## src/rtl/dsqf_pkg.sv

```systemverilog
package dsqf_pkg;

  localparam int PROBE_COUNT = 2;
  localparam int EXTRA_FRACTION_BITS = 8;

  localparam int RAW_W    = 12;
  localparam int SMOOTH_W = 20;
  localparam int GAIN_W   = 9;
  localparam int CNT_W    = 8;
  localparam int LIM_W    = 12;
  localparam int GAIN_SHIFT = 8;

  localparam int SCL_W = RAW_W + EXTRA_FRACTION_BITS;
  localparam int DIF_W = ((SCL_W > SMOOTH_W) ? SCL_W : SMOOTH_W) + 1;
  localparam int PRD_W = DIF_W + GAIN_W + 1;
  localparam int STP_W = PRD_W - GAIN_SHIFT;
  localparam int SUM_W = STP_W + 1;
  localparam int GAP_W = ((LIM_W + EXTRA_FRACTION_BITS) > (SMOOTH_W + 1)) ?
                         (LIM_W + EXTRA_FRACTION_BITS) : (SMOOTH_W + 1);

  localparam int SMOOTH_MAX = 2 ** (SMOOTH_W - 1) - 1;
  localparam int SMOOTH_MIN = -(2 ** (SMOOTH_W - 1));

  localparam logic [CNT_W-1:0] CNT_MAX = '1;

  localparam int ADDR_W = 3;
  localparam logic [ADDR_W-1:0] REG_VALID_MIN      = 3'd0;
  localparam logic [ADDR_W-1:0] REG_VALID_MAX      = 3'd1;
  localparam logic [ADDR_W-1:0] REG_STEP_LIMIT     = 3'd2;
  localparam logic [ADDR_W-1:0] REG_FILTER_GAIN    = 3'd3;
  localparam logic [ADDR_W-1:0] REG_FAIL_LIMIT     = 3'd4;
  localparam logic [ADDR_W-1:0] REG_RECOVER_LIMIT  = 3'd5;
  localparam logic [ADDR_W-1:0] REG_MISMATCH_LIMIT = 3'd6;

  typedef struct packed {
    logic signed [RAW_W-1:0]  valid_min;
    logic signed [RAW_W-1:0]  valid_max;
    logic        [LIM_W-1:0]  step_limit;
    logic        [GAIN_W-1:0] filter_gain;
    logic        [CNT_W-1:0]  fail_limit;
    logic        [CNT_W-1:0]  recover_limit;
    logic        [LIM_W-1:0]  mismatch_limit;
  } cfg_t;

  typedef struct packed {
    logic signed [SMOOTH_W-1:0] smooth;
    logic                       present;
    logic                       usable;
    logic                       broken;
  } lane_stat_t;

  typedef struct packed {
    lane_stat_t                 lane_a;
    lane_stat_t                 lane_b;
    logic signed [SMOOTH_W-1:0] fused_temp;
    logic                       fused_present;
    logic        [SMOOTH_W-1:0] probe_gap;
    logic                       gap_alarm;
  } result_t;

  function automatic logic signed [SMOOTH_W-1:0] sat_smooth(
    input logic signed [SUM_W-1:0] x
  );
    logic signed [SMOOTH_W-1:0] r;
    if (x > SUM_W'(SMOOTH_MAX)) begin
      r = SMOOTH_W'(SMOOTH_MAX);
    end else if (x < SUM_W'(SMOOTH_MIN)) begin
      r = SMOOTH_W'(SMOOTH_MIN);
    end else begin
      r = x[SMOOTH_W-1:0];
    end
    return r;
  endfunction

endpackage

```

## src/rtl/dsqf_lane.sv

```systemverilog
module dsqf_lane (
  input  logic                           clk_i,
  input  logic                           rst_ni,
  input  logic                           en_i,
  input  logic signed [dsqf_pkg::RAW_W-1:0] raw_i,
  input  logic                           gone_i,
  input  dsqf_pkg::cfg_t                 cfg_i,
  output dsqf_pkg::lane_stat_t           stat_o
);
  import dsqf_pkg::*;

  logic signed [SMOOTH_W-1:0] smooth_q, smooth_d;
  logic                       present_q, present_d;
  logic signed [RAW_W-1:0]    last_q, last_d;
  logic                       last_p_q, last_p_d;
  logic        [CNT_W-1:0]    fail_q, fail_d;
  logic        [CNT_W-1:0]    rec_q, rec_d;
  logic                       valid_q, valid_d;

  logic signed [RAW_W:0]      jump;
  logic        [RAW_W:0]      jump_abs;
  logic                       ok;
  logic signed [SCL_W-1:0]    scaled;
  logic signed [DIF_W-1:0]    diff;
  logic signed [GAIN_W:0]     gain_s;
  logic signed [PRD_W-1:0]    prod;
  logic signed [STP_W-1:0]    step;
  logic signed [SUM_W-1:0]    sum;
  logic        [CNT_W-1:0]    fail_inc;
  logic        [CNT_W-1:0]    rec_inc;

  always_comb begin
    jump     = (RAW_W+1)'(raw_i) - (RAW_W+1)'(last_q);
    jump_abs = jump[RAW_W] ? $unsigned(-jump) : $unsigned(jump);
    ok = !gone_i && (raw_i >= cfg_i.valid_min) && (raw_i <= cfg_i.valid_max) &&
         !(last_p_q && (jump_abs > {1'b0, cfg_i.step_limit}));

    scaled = {raw_i, {EXTRA_FRACTION_BITS{1'b0}}};
    diff   = DIF_W'(scaled) - DIF_W'(smooth_q);
    gain_s = $signed({1'b0, cfg_i.filter_gain});
    prod   = PRD_W'(diff) * PRD_W'(gain_s);
    step   = $signed(prod[PRD_W-1:GAIN_SHIFT]);
    sum    = SUM_W'(smooth_q) + SUM_W'(step);

    fail_inc = (fail_q == CNT_MAX) ? fail_q : fail_q + 1'b1;
    rec_inc  = (rec_q == CNT_MAX) ? rec_q : rec_q + 1'b1;

    smooth_d  = smooth_q;
    present_d = present_q;
    last_d    = last_q;
    last_p_d  = last_p_q;
    fail_d    = fail_q;
    rec_d     = rec_q;
    valid_d   = valid_q;

    if (ok) begin
      last_d    = raw_i;
      last_p_d  = 1'b1;
      smooth_d  = present_q ? sat_smooth(sum) : sat_smooth(SUM_W'(scaled));
      present_d = 1'b1;
      fail_d    = '0;
      rec_d     = rec_inc;
      if (rec_inc >= cfg_i.recover_limit) begin
        valid_d = 1'b1;
      end
    end else begin
      rec_d  = '0;
      fail_d = fail_inc;
      if (fail_inc >= cfg_i.fail_limit) begin
        valid_d   = 1'b0;
        smooth_d  = '0;
        present_d = 1'b0;
      end
    end
  end

  always_ff @(posedge clk_i or negedge rst_ni) begin
    if (!rst_ni) begin
      smooth_q  <= '0;
      present_q <= 1'b0;
      last_q    <= '0;
      last_p_q  <= 1'b0;
      fail_q    <= '0;
      rec_q     <= '0;
      valid_q   <= 1'b0;
    end else if (en_i) begin
      smooth_q  <= smooth_d;
      present_q <= present_d;
      last_q    <= last_d;
      last_p_q  <= last_p_d;
      fail_q    <= fail_d;
      rec_q     <= rec_d;
      valid_q   <= valid_d;
    end
  end

  assign stat_o.smooth  = present_q ? smooth_q : '0;
  assign stat_o.present = present_q;
  assign stat_o.usable  = valid_q;
  assign stat_o.broken  = !valid_q && (fail_q >= cfg_i.fail_limit);

endmodule

```

## src/rtl/dsqf_merge.sv

```systemverilog
module dsqf_merge (
  input  logic                          clk_i,
  input  logic                          load_i,
  input  dsqf_pkg::lane_stat_t          lane_a_i,
  input  dsqf_pkg::lane_stat_t          lane_b_i,
  input  logic [dsqf_pkg::LIM_W-1:0]    mismatch_limit_i,
  output dsqf_pkg::result_t             res_o
);
  import dsqf_pkg::*;

  result_t                    res_q, res_d;
  logic signed [SMOOTH_W:0]   pair_sum;
  logic signed [SMOOTH_W:0]   pair_dif;
  logic        [SMOOTH_W:0]   gap;
  logic        [GAP_W-1:0]    gap_lim;
  logic                       both;

  always_comb begin
    pair_sum = (SMOOTH_W+1)'(lane_a_i.smooth) + (SMOOTH_W+1)'(lane_b_i.smooth);
    pair_dif = (SMOOTH_W+1)'(lane_a_i.smooth) - (SMOOTH_W+1)'(lane_b_i.smooth);
    gap      = pair_dif[SMOOTH_W] ? $unsigned(-pair_dif) : $unsigned(pair_dif);
    gap_lim  = GAP_W'({mismatch_limit_i, {EXTRA_FRACTION_BITS{1'b0}}});
    both     = lane_a_i.usable && lane_b_i.usable;

    res_d.lane_a        = lane_a_i;
    res_d.lane_b        = lane_b_i;
    res_d.fused_present = lane_a_i.usable || lane_b_i.usable;
    res_d.probe_gap     = '0;
    res_d.gap_alarm     = 1'b0;
    if (both) begin
      res_d.fused_temp = pair_sum[SMOOTH_W:1];
      res_d.probe_gap  = gap[SMOOTH_W-1:0];
      res_d.gap_alarm  = GAP_W'(gap) > gap_lim;
    end else if (lane_a_i.usable) begin
      res_d.fused_temp = lane_a_i.smooth;
    end else if (lane_b_i.usable) begin
      res_d.fused_temp = lane_b_i.smooth;
    end else begin
      res_d.fused_temp = '0;
    end
  end

  always_ff @(posedge clk_i) begin
    if (load_i) begin
      res_q <= res_d;
    end
  end

  assign res_o = res_q;

endmodule

```

## src/rtl/dual_sensor_qualify_fuse_core.sv

```systemverilog
// Two-probe temperature qualifier and fuser.
// Input stream: one transfer carries a reading from each probe plus their
// disconnected flags. Each probe has its own lane holding its filter, last
// accepted reading and fail/recovery counters; a merge stage forms the fused
// temperature, the probe gap and the mismatch alarm.
// Output stream: one transfer per input transfer, in order.
// Pipeline: a result is registered in the lane stage and then in the merge stage
// before it is presented on the output stream.
// Throughput: one transfer per cycle while m_axis_tready is high; each lane's filter
// update (one multiply and add with saturation) completes in the cycle of acceptance.
// Configuration: write registers through cfg_we_i/cfg_addr_i/cfg_wdata_i while
// no transfer is in flight; writes are registered before they take effect.
// Reset: all lanes return to invalid with empty filters and cleared counters,
// registers return to their defaults, the output stream is empty.
// Stall: when the receiver holds m_axis_tready low the result holds, the lane
// stage keeps one further result, and s_axis_tready drops once both are full.
module dual_sensor_qualify_fuse_core (
  input  logic        clk_i,
  input  logic        rst_ni,
  input  logic        s_axis_tvalid,
  output logic        s_axis_tready,
  input  logic [23:0] s_axis_tdata,  // raw_a, raw_b
  input  logic [1:0]  s_axis_tuser,  // gone_a, gone_b
  output logic        m_axis_tvalid,
  input  logic        m_axis_tready,
  // smooth_a, usable_a, broken_a, smooth_b, usable_b, broken_b,
  // fused_temp, probe_gap, gap_alarm, zero fill
  output logic [87:0] m_axis_tdata,
  output logic [2:0]  m_axis_tuser,  // smooth_a_present, smooth_b_present, fused_present
  input  logic        cfg_we_i,
  input  logic [2:0]  cfg_addr_i,
  input  logic [11:0] cfg_wdata_i
);
  import dsqf_pkg::*;

  cfg_t       cfg_q, cfg_d;
  logic       stage_q, stage_d;
  logic       out_q, out_d;
  logic       accept;
  logic       advance;
  lane_stat_t stat [PROBE_COUNT];
  result_t    res;
  logic signed [RAW_W-1:0] raw [PROBE_COUNT];
  logic        [PROBE_COUNT-1:0] gone;

  always_comb begin
    cfg_d = cfg_q;
    if (cfg_we_i) begin
      unique case (cfg_addr_i)
        REG_VALID_MIN:      cfg_d.valid_min      = $signed(cfg_wdata_i[RAW_W-1:0]);
        REG_VALID_MAX:      cfg_d.valid_max      = $signed(cfg_wdata_i[RAW_W-1:0]);
        REG_STEP_LIMIT:     cfg_d.step_limit     = cfg_wdata_i[LIM_W-1:0];
        REG_FILTER_GAIN:    cfg_d.filter_gain    = cfg_wdata_i[GAIN_W-1:0];
        REG_FAIL_LIMIT:     cfg_d.fail_limit     = cfg_wdata_i[CNT_W-1:0];
        REG_RECOVER_LIMIT:  cfg_d.recover_limit  = cfg_wdata_i[CNT_W-1:0];
        REG_MISMATCH_LIMIT: cfg_d.mismatch_limit = cfg_wdata_i[LIM_W-1:0];
        default:            cfg_d = cfg_q;
      endcase
    end
  end

  always_ff @(posedge clk_i or negedge rst_ni) begin
    if (!rst_ni) begin
      cfg_q.valid_min      <= -12'sd880;
      cfg_q.valid_max      <= 12'sd2000;
      cfg_q.step_limit     <= 12'd32;
      cfg_q.filter_gain    <= 9'd64;
      cfg_q.fail_limit     <= 8'd3;
      cfg_q.recover_limit  <= 8'd3;
      cfg_q.mismatch_limit <= 12'd16;
    end else begin
      cfg_q <= cfg_d;
    end
  end

  assign advance       = stage_q && (!out_q || m_axis_tready);
  assign s_axis_tready = !stage_q || advance;
  assign accept        = s_axis_tvalid && s_axis_tready;
  assign stage_d       = accept || (stage_q && !advance);
  assign out_d         = advance || (out_q && !m_axis_tready);

  always_ff @(posedge clk_i or negedge rst_ni) begin
    if (!rst_ni) begin
      stage_q <= 1'b0;
      out_q   <= 1'b0;
    end else begin
      stage_q <= stage_d;
      out_q   <= out_d;
    end
  end

  assign raw[0]  = $signed(s_axis_tdata[RAW_W-1:0]);
  assign raw[1]  = $signed(s_axis_tdata[2*RAW_W-1:RAW_W]);
  assign gone    = s_axis_tuser;

  for (genvar g = 0; g < PROBE_COUNT; g++) begin : g_lane
    dsqf_lane u_lane (
      .clk_i  (clk_i),
      .rst_ni (rst_ni),
      .en_i   (accept),
      .raw_i  (raw[g]),
      .gone_i (gone[g]),
      .cfg_i  (cfg_q),
      .stat_o (stat[g])
    );
  end

  dsqf_merge u_merge (
    .clk_i            (clk_i),
    .load_i           (advance),
    .lane_a_i         (stat[0]),
    .lane_b_i         (stat[1]),
    .mismatch_limit_i (cfg_q.mismatch_limit),
    .res_o            (res)
  );

  assign m_axis_tvalid = out_q;
  assign m_axis_tdata  = {3'b000, res.gap_alarm, res.probe_gap, res.fused_temp,
                          res.lane_b.broken, res.lane_b.usable, res.lane_b.smooth,
                          res.lane_a.broken, res.lane_a.usable, res.lane_a.smooth};
  assign m_axis_tuser  = {res.fused_present, res.lane_b.present, res.lane_a.present};

endmodule

```

## config.mk

```make
export PLATFORM = sky130hd
export DESIGN_NAME = dual_sensor_qualify_fuse_core
export DESIGN_NICKNAME = d
export VERILOG_FILES = /design/src/rtl/dsqf_pkg.sv /design/src/rtl/dsqf_lane.sv /design/src/rtl/dsqf_merge.sv /design/src/rtl/dual_sensor_qualify_fuse_core.sv
export SDC_FILE = /design/constraint.sdc
export NUM_CORES = 2
export LEC_CHECK = 0
export BUFFER_PORTS_ARGS = -buffer_cell sky130_fd_sc_hd__buf_4
export CORE_ASPECT_RATIO = 1.4
export CORE_MARGIN = 4
export CORE_UTILIZATION = 59
export CTS_BUF_LIST = sky130_fd_sc_hd__clkbuf_16
export CTS_CLUSTER_DIAMETER = 100
export DETAILED_ROUTE_END_ITERATION = 10
export GPL_ROUTABILITY_DRIVEN = 1
export PLACE_DENSITY = 0.81
export SLEW_MARGIN = 20
export SYNTH_ARGS = -nofsm -noshare
export SYNTH_HDL_FRONTEND = slang
export SYNTH_HIERARCHICAL = 1
export SYNTH_SLANG_ARGS = --single-unit
```

## constraint.sdc

```tcl
create_clock -name clk_i -period 11.8 [get_ports clk_i]
set_clock_uncertainty 0.15 [all_clocks]
set_input_delay 1.18 -clock clk_i [delete_from_list [all_inputs] [get_ports clk_i]]
set_output_delay 1.18 -clock clk_i [all_outputs]
set_load 0.01 [all_outputs]
```

# Word level (Yosys, flattened, before mapping)
# Index checks and enable logic that the tools add are counted.
totals:
  regBits: 265
  latch_bits: 0
  ramBits: 0
  mem_bits_ro: 0
  inputBits: 46
  output_inout_bits: 93
  wordCells: 169
  n_memories: 0
classes:
  addsub: 15
  mul: 2
  div: 0
  magnitude_cmp: 21
  eq_ne: 12
  shift: 0
  n_mux: 38
  bitwise_logic: 0
  n_reduce_logical: 46
op_table:
  columns: ["operator", "n"]
  rows:
  - ["$mux 20", 19]
  - ["$mux 8", 8]
  - ["$sub 20x20->21", 3]
  - ["$mul 21x10->31", 2]
  - ["$add 20x23->24", 2]
  - ["$ge 8x8->1", 6]
  - ["$gt 24x20->1 const B", 2]
  - ["$lt 24x20->1 const B", 2]
  - ["$gt 20x20->1 const B", 2]
  - ["$lt 20x20->1 const B", 2]
  - ["$add 8x1->8 const B", 4]
  - ["$eq 8x8->1 const B", 4]
  - ["$gt 13x12->1", 2]
  - ["$mux 13", 2]
  - ["$neg 13->13", 2]
  - ["$sub 12x12->13", 2]
  - ["$ge 12x12->1", 2]
  - ["$le 12x12->1", 2]
  - ["$reduce_and 2->1", 11]
  - ["$add 20x20->21", 1]
  - ["$gt 21x20->1", 1]
  - ["$mux 21", 1]
  - ["$neg 21->21", 1]
  - ["$logic_and 1x1->1", 15]
  - ["10 further kinds", 36]

# Depth between registers and ports, before layout
depth:
  ltp_word: 9
  depth_mapped: 42
  mapped_depth_nobuf: 39

# By module
# The synthesis kept the hierarchy.
modules_own_cells:
  columns: ["module", "instances", "cells_per_inst", "area_per_inst_um2", "seq_area_each_um2"]
  rows:
  - ["dsqf_lane (g_lane[1].u_lane)", 1, 1682, 13735.7, 1276.2]
  - ["dsqf_lane (g_lane[0].u_lane)", 1, 1579, 13152.6, 1276.2]
  - ["dsqf_merge", 1, 633, 6248.5, 2642.5]
  - ["dual_sensor_qualify_fuse_core", 1, 170, 3091.7, 1898.1]

# Worst setup path before layout
# No wires, ideal clock.
synth_timing:
  path_kind: "input to register"
  from: "input port s_axis_tdata[12]"
  to: "register g_lane[1].u_lane.smooth_q[14]"
  setup_ns: 0.126
  arrival_ns: 10.117
  t_required_ns: 11.524
  slack_ns: 1.407
  cell_stages: 38
  path_buffers: 2
  path_cell_list: "ha_1 nor3b_1 a41oi_1 o21ai_0 a2111oi_0 nor3_1 a21o_1 a21oi_1 xnor2_1 nand2_1 fa_1 inv_1 fa_1 fa_1 fa_1 inv_1 fa_1 inv_1 (+2 left out) a21o_1 a21oi_1 a21boi_0 o21ai_0 nand2_1 o311ai_0 ha_1 clkbuf_1 a21o_1 a21o_1 a221oi_1 o22ai_1 a211oi_2 xnor2_1 o41ai_2 buf_2 a211oi_1 a221o_1"
synth_between:
  elab_chain_len: 9
  elab_cells_between_ends: 26
  cone_classes: "add/sub: 4; mul: 1; order compare: 7; mux: 7; reduce/logical: 7"
synth_lines:
  columns: ["item", "line", "text"]
  rows:
  - ["start: declaration", "dual_sensor_qualify_fuse_core.sv:22", "input logic [23:0] s_axis_tdata,"]
  - ["branches (longest 9 deep; another with $mul 21x10->31)", null, null]
  - ["end signal: assignment", "dsqf_lane.sv:87", "smooth_q <= smooth_d;"]
  - ["end: declaration", "dsqf_lane.sv:12", "logic signed [SMOOTH_W-1:0] smooth_q, smooth_d;"]
# Several ways; the timed one is not identified.
# A chain may end at the register's enable or synchronous reset.

# Worst setup path after layout
layout_timing:
  from: "input port s_axis_tdata[12]"
  to: "register g_lane[1].u_lane.smooth_q[7]"
# The elaborated chain is that of the path after synthesis.

==> impl_metrics.ini <==
[synth]
synth_ff_type = dfrtp_1
ys_ff_latch = 265
synth.area.top_cells = fa_1 18%, ha_1 14%, dfrtp_1 11%
synth_edf_count = 88
syn_avg_cell_area_um2 = 8.914
syn_inst = 4064
yosysSeqAreaShare_pct = 19.58
synth_area_leader_cell = fa_1
syn_area_um2 = 36230
synth.top_cell.area_share_pct = 17.57
yosysUniqueCellTypes = 111
async_reset_ff_share_pct = 66.79
ys.warnings.count = 6

[detailed_routing]
drt_first_iter_violations = 1916
wl_per_cell_um = 19.74
drt_wl_total_um = 98710
viasPerCell = 6.009
antenna_left = 0
dr.pass1.iters = 7
remaining_drc_errors = 0
route.vias.total = 30051

[clock_network]
clkLatencyLatePin_ns = 0.62
clockBufferDepth = 3
cts_resized = 0
cts_root_buf = clkbuf_16
hold_buffers = 0
clkTransAtPathRegs_ns = 0.06
numCtsBuffers = 30
cts_tree = yes
htree_levels = 1
postCtsSetupBuffers = 0
clock-sinks = 265

[hold_path]
hp-class = register to register
min_from = g_lane[1].u_lane/last_p_q
whs_endpoint = g_lane[1].u_lane/last_p_q
whs_path_depth = 2

[job]
cap_viol_max_count = 0

[worst_setup_path]
r2r_end = g_lane[1].u_lane/smooth_q[7]
worst_setup_path_end_kind = register
crit_slowest_cell = a311oi_1
path_max_fanout = 14
worstSetupStartpointType = input pin
r2r_slack_ns = 1.09
critPathMaxStageDelay_ns = 0.65
path_class = input pin to register
arrival_ns = 11.32
worstPathRequired_ns = 12.19
rr_worst_depth = 37
critPathMostFrequentCell = fa_1
timing.rr.start = g_lane[1].u_lane/smooth_q[8]

[grt]
grt_pass1_vias = 31164
grt_use_total_pct = 29.95
antenna_found_initial = 0
gr-total-overflow = 0
grt_pass1_wl_um = 159100
grt_max_degree = 108

[die]
initial_utilization_pct = 59.61
die_area_um2 = 65490
ios = 139
die_y_um = 301.2
rows = 107
die_x_um = 217.4
core-area_um2 = 60780

[finish]
final_common_cell = inv_1
final_nets = 4933
instances_no_fill = 5001
mostFrequentLayoutCells = 619 x inv_1, 409 x ha_1, 355 x nand2_1
drive_gt1_share_pct = 9.775
area_growth_pct = 8.368
fill_cells = 4972
antenna_cells = 0

[timing]
setup_violations = 0
worstMarginPinSlew_ns = 1.027
rsz0062_at_grt = false
finalSetupTns_ns = 0
hold_violations = 0
slew_headroom_pct = 31.01
period_needed_ns = 10.93
period_share_pct = 92.64
max_freq_mhz = 91.48
slew_violations = 0
setup_ws_ns = 0.8684

[placed_design]
gp_congestion = 0.9484
dp_slack_ns = 0.3230
dp_cells = 4945
portBuffers = 135
dp_hpwl_um = 78590

[status]
status = finished, final reports clean
[logic make-up (layout without fill, tap and decap cells)]
group	count (synthesis)	after routing	share of synthesized area, %
compound gates	791	791	15.13
simple gates	1222	1222	17.11
other cells	1	3	0.01035
mux	101	101	3.502
buf+inv	758	876	8.161
fa+ha+maj	727	727	31.70
xor+xnor	199	199	4.811
flops	265	265	19.58
[routing by layer]
layer	GRT usage [%]	vias to the layer above	wire, µm
met1	34.29	14547	36630
met2	53.10	1119	49310
met5	0	-	0
met4	17.82	0	6673
met3	4.092	399	6097
li1	-	13986	-
[worst max-delay path by stage]
| stage | start | end | cells past startpoint | slack, ns |
|---|---|---|---|---|
| detailed placement | s_axis_tdata[12] | g_lane[1].u_lane/smooth_q[6] | 37 | 0.32 |
| global placement | s_axis_tdata[12] | g_lane[1].u_lane/smooth_q[3] | 37 | 0.60 |
| global route | s_axis_tdata[12] | g_lane[1].u_lane/smooth_q[4] | 37 | 0.20 |
| floorplan | s_axis_tdata[12] | g_lane[1].u_lane/smooth_q[14] | 38 | 1.41 |
| finish | s_axis_tdata[12] | g_lane[1].u_lane/smooth_q[7] | 37 | 0.87 |
| CTS | s_axis_tdata[12] | g_lane[1].u_lane/smooth_q[7] | 37 | 0.91 |
[critical path: cells and delay by family]
family	cells	cell delay, ns
adders and majority gates	8	3.55
AOI/OAI and AO/OA	13	3.07
and+or+nand+nor	7	2.11
xor gates and xnor gates	3	0.70
buffers and inverters	6	0.70
[area by class of cell]
| type | count | area [µm²] | share of cell area [%] |
|---|---|---|---|
| sequential | 265 | 7093 | 18.07 |
| tap | 817 | 1022 | 2.604 |
| multi-input combinational | 3043 | 26200 | 66.74 |
| inverter | 621 | 2331 | 5.937 |
| clock inverter | 23 | 285.3 | 0.7266 |
| timing repair buffer | 199 | 1500 | 3.821 |
| clock buffer | 33 | 825.8 | 2.103 |
[synthesized netlist by cell type (40+ instances only)]
library cell  number
nor2b_1           55
o21ai_0          153
nand3_1           97
xor2_1            55
mux2_2            45
fa_1             318
clkbuf_1          96
o21a_1            40
nor3_1            66
xnor2_1          144
ha_1             409
nand2_1          355
nor2_1           230
a21oi_1          174
and2_1           195
edfxtp_1          88
dfrtp_1          160
a21o_1            96
inv_1            618
a211oi_1          41
[sequential cells by signal (all words and copies together) (netlist names)]
| register | count |
|---|---|
| cfg_q | 73 |
| g_lane.u_lane/fail_q | 16 |
| g_lane.u_lane/last_p_q | 2 |
| g_lane.u_lane/last_q | 24 |
| g_lane.u_lane/present_q | 2 |
| g_lane.u_lane/rec_q | 16 |
| g_lane.u_lane/smooth_q | 40 |
| g_lane.u_lane/valid_q | 2 |
| m_axis_tvalid | 1 |
| stage_q | 1 |
| u_merge/res_o | 88 |
[stage by stage]
stage          area [µm²]  hold WS [ns]  util [%]
2_1_floorplan       36240        0.2824         -
3_3_place_gp        38150        0.3167     62.76
3_5_place_dp        38150        0.3123     62.76
4_1_cts             39260        0.3299     64.59
5_1_grt             39260        0.3568     64.59
6_report            39260        0.3270     64.59
Power is not shown: default switching activity piles up to over one toggle a cycle in this logic, so the estimate is an artifact.
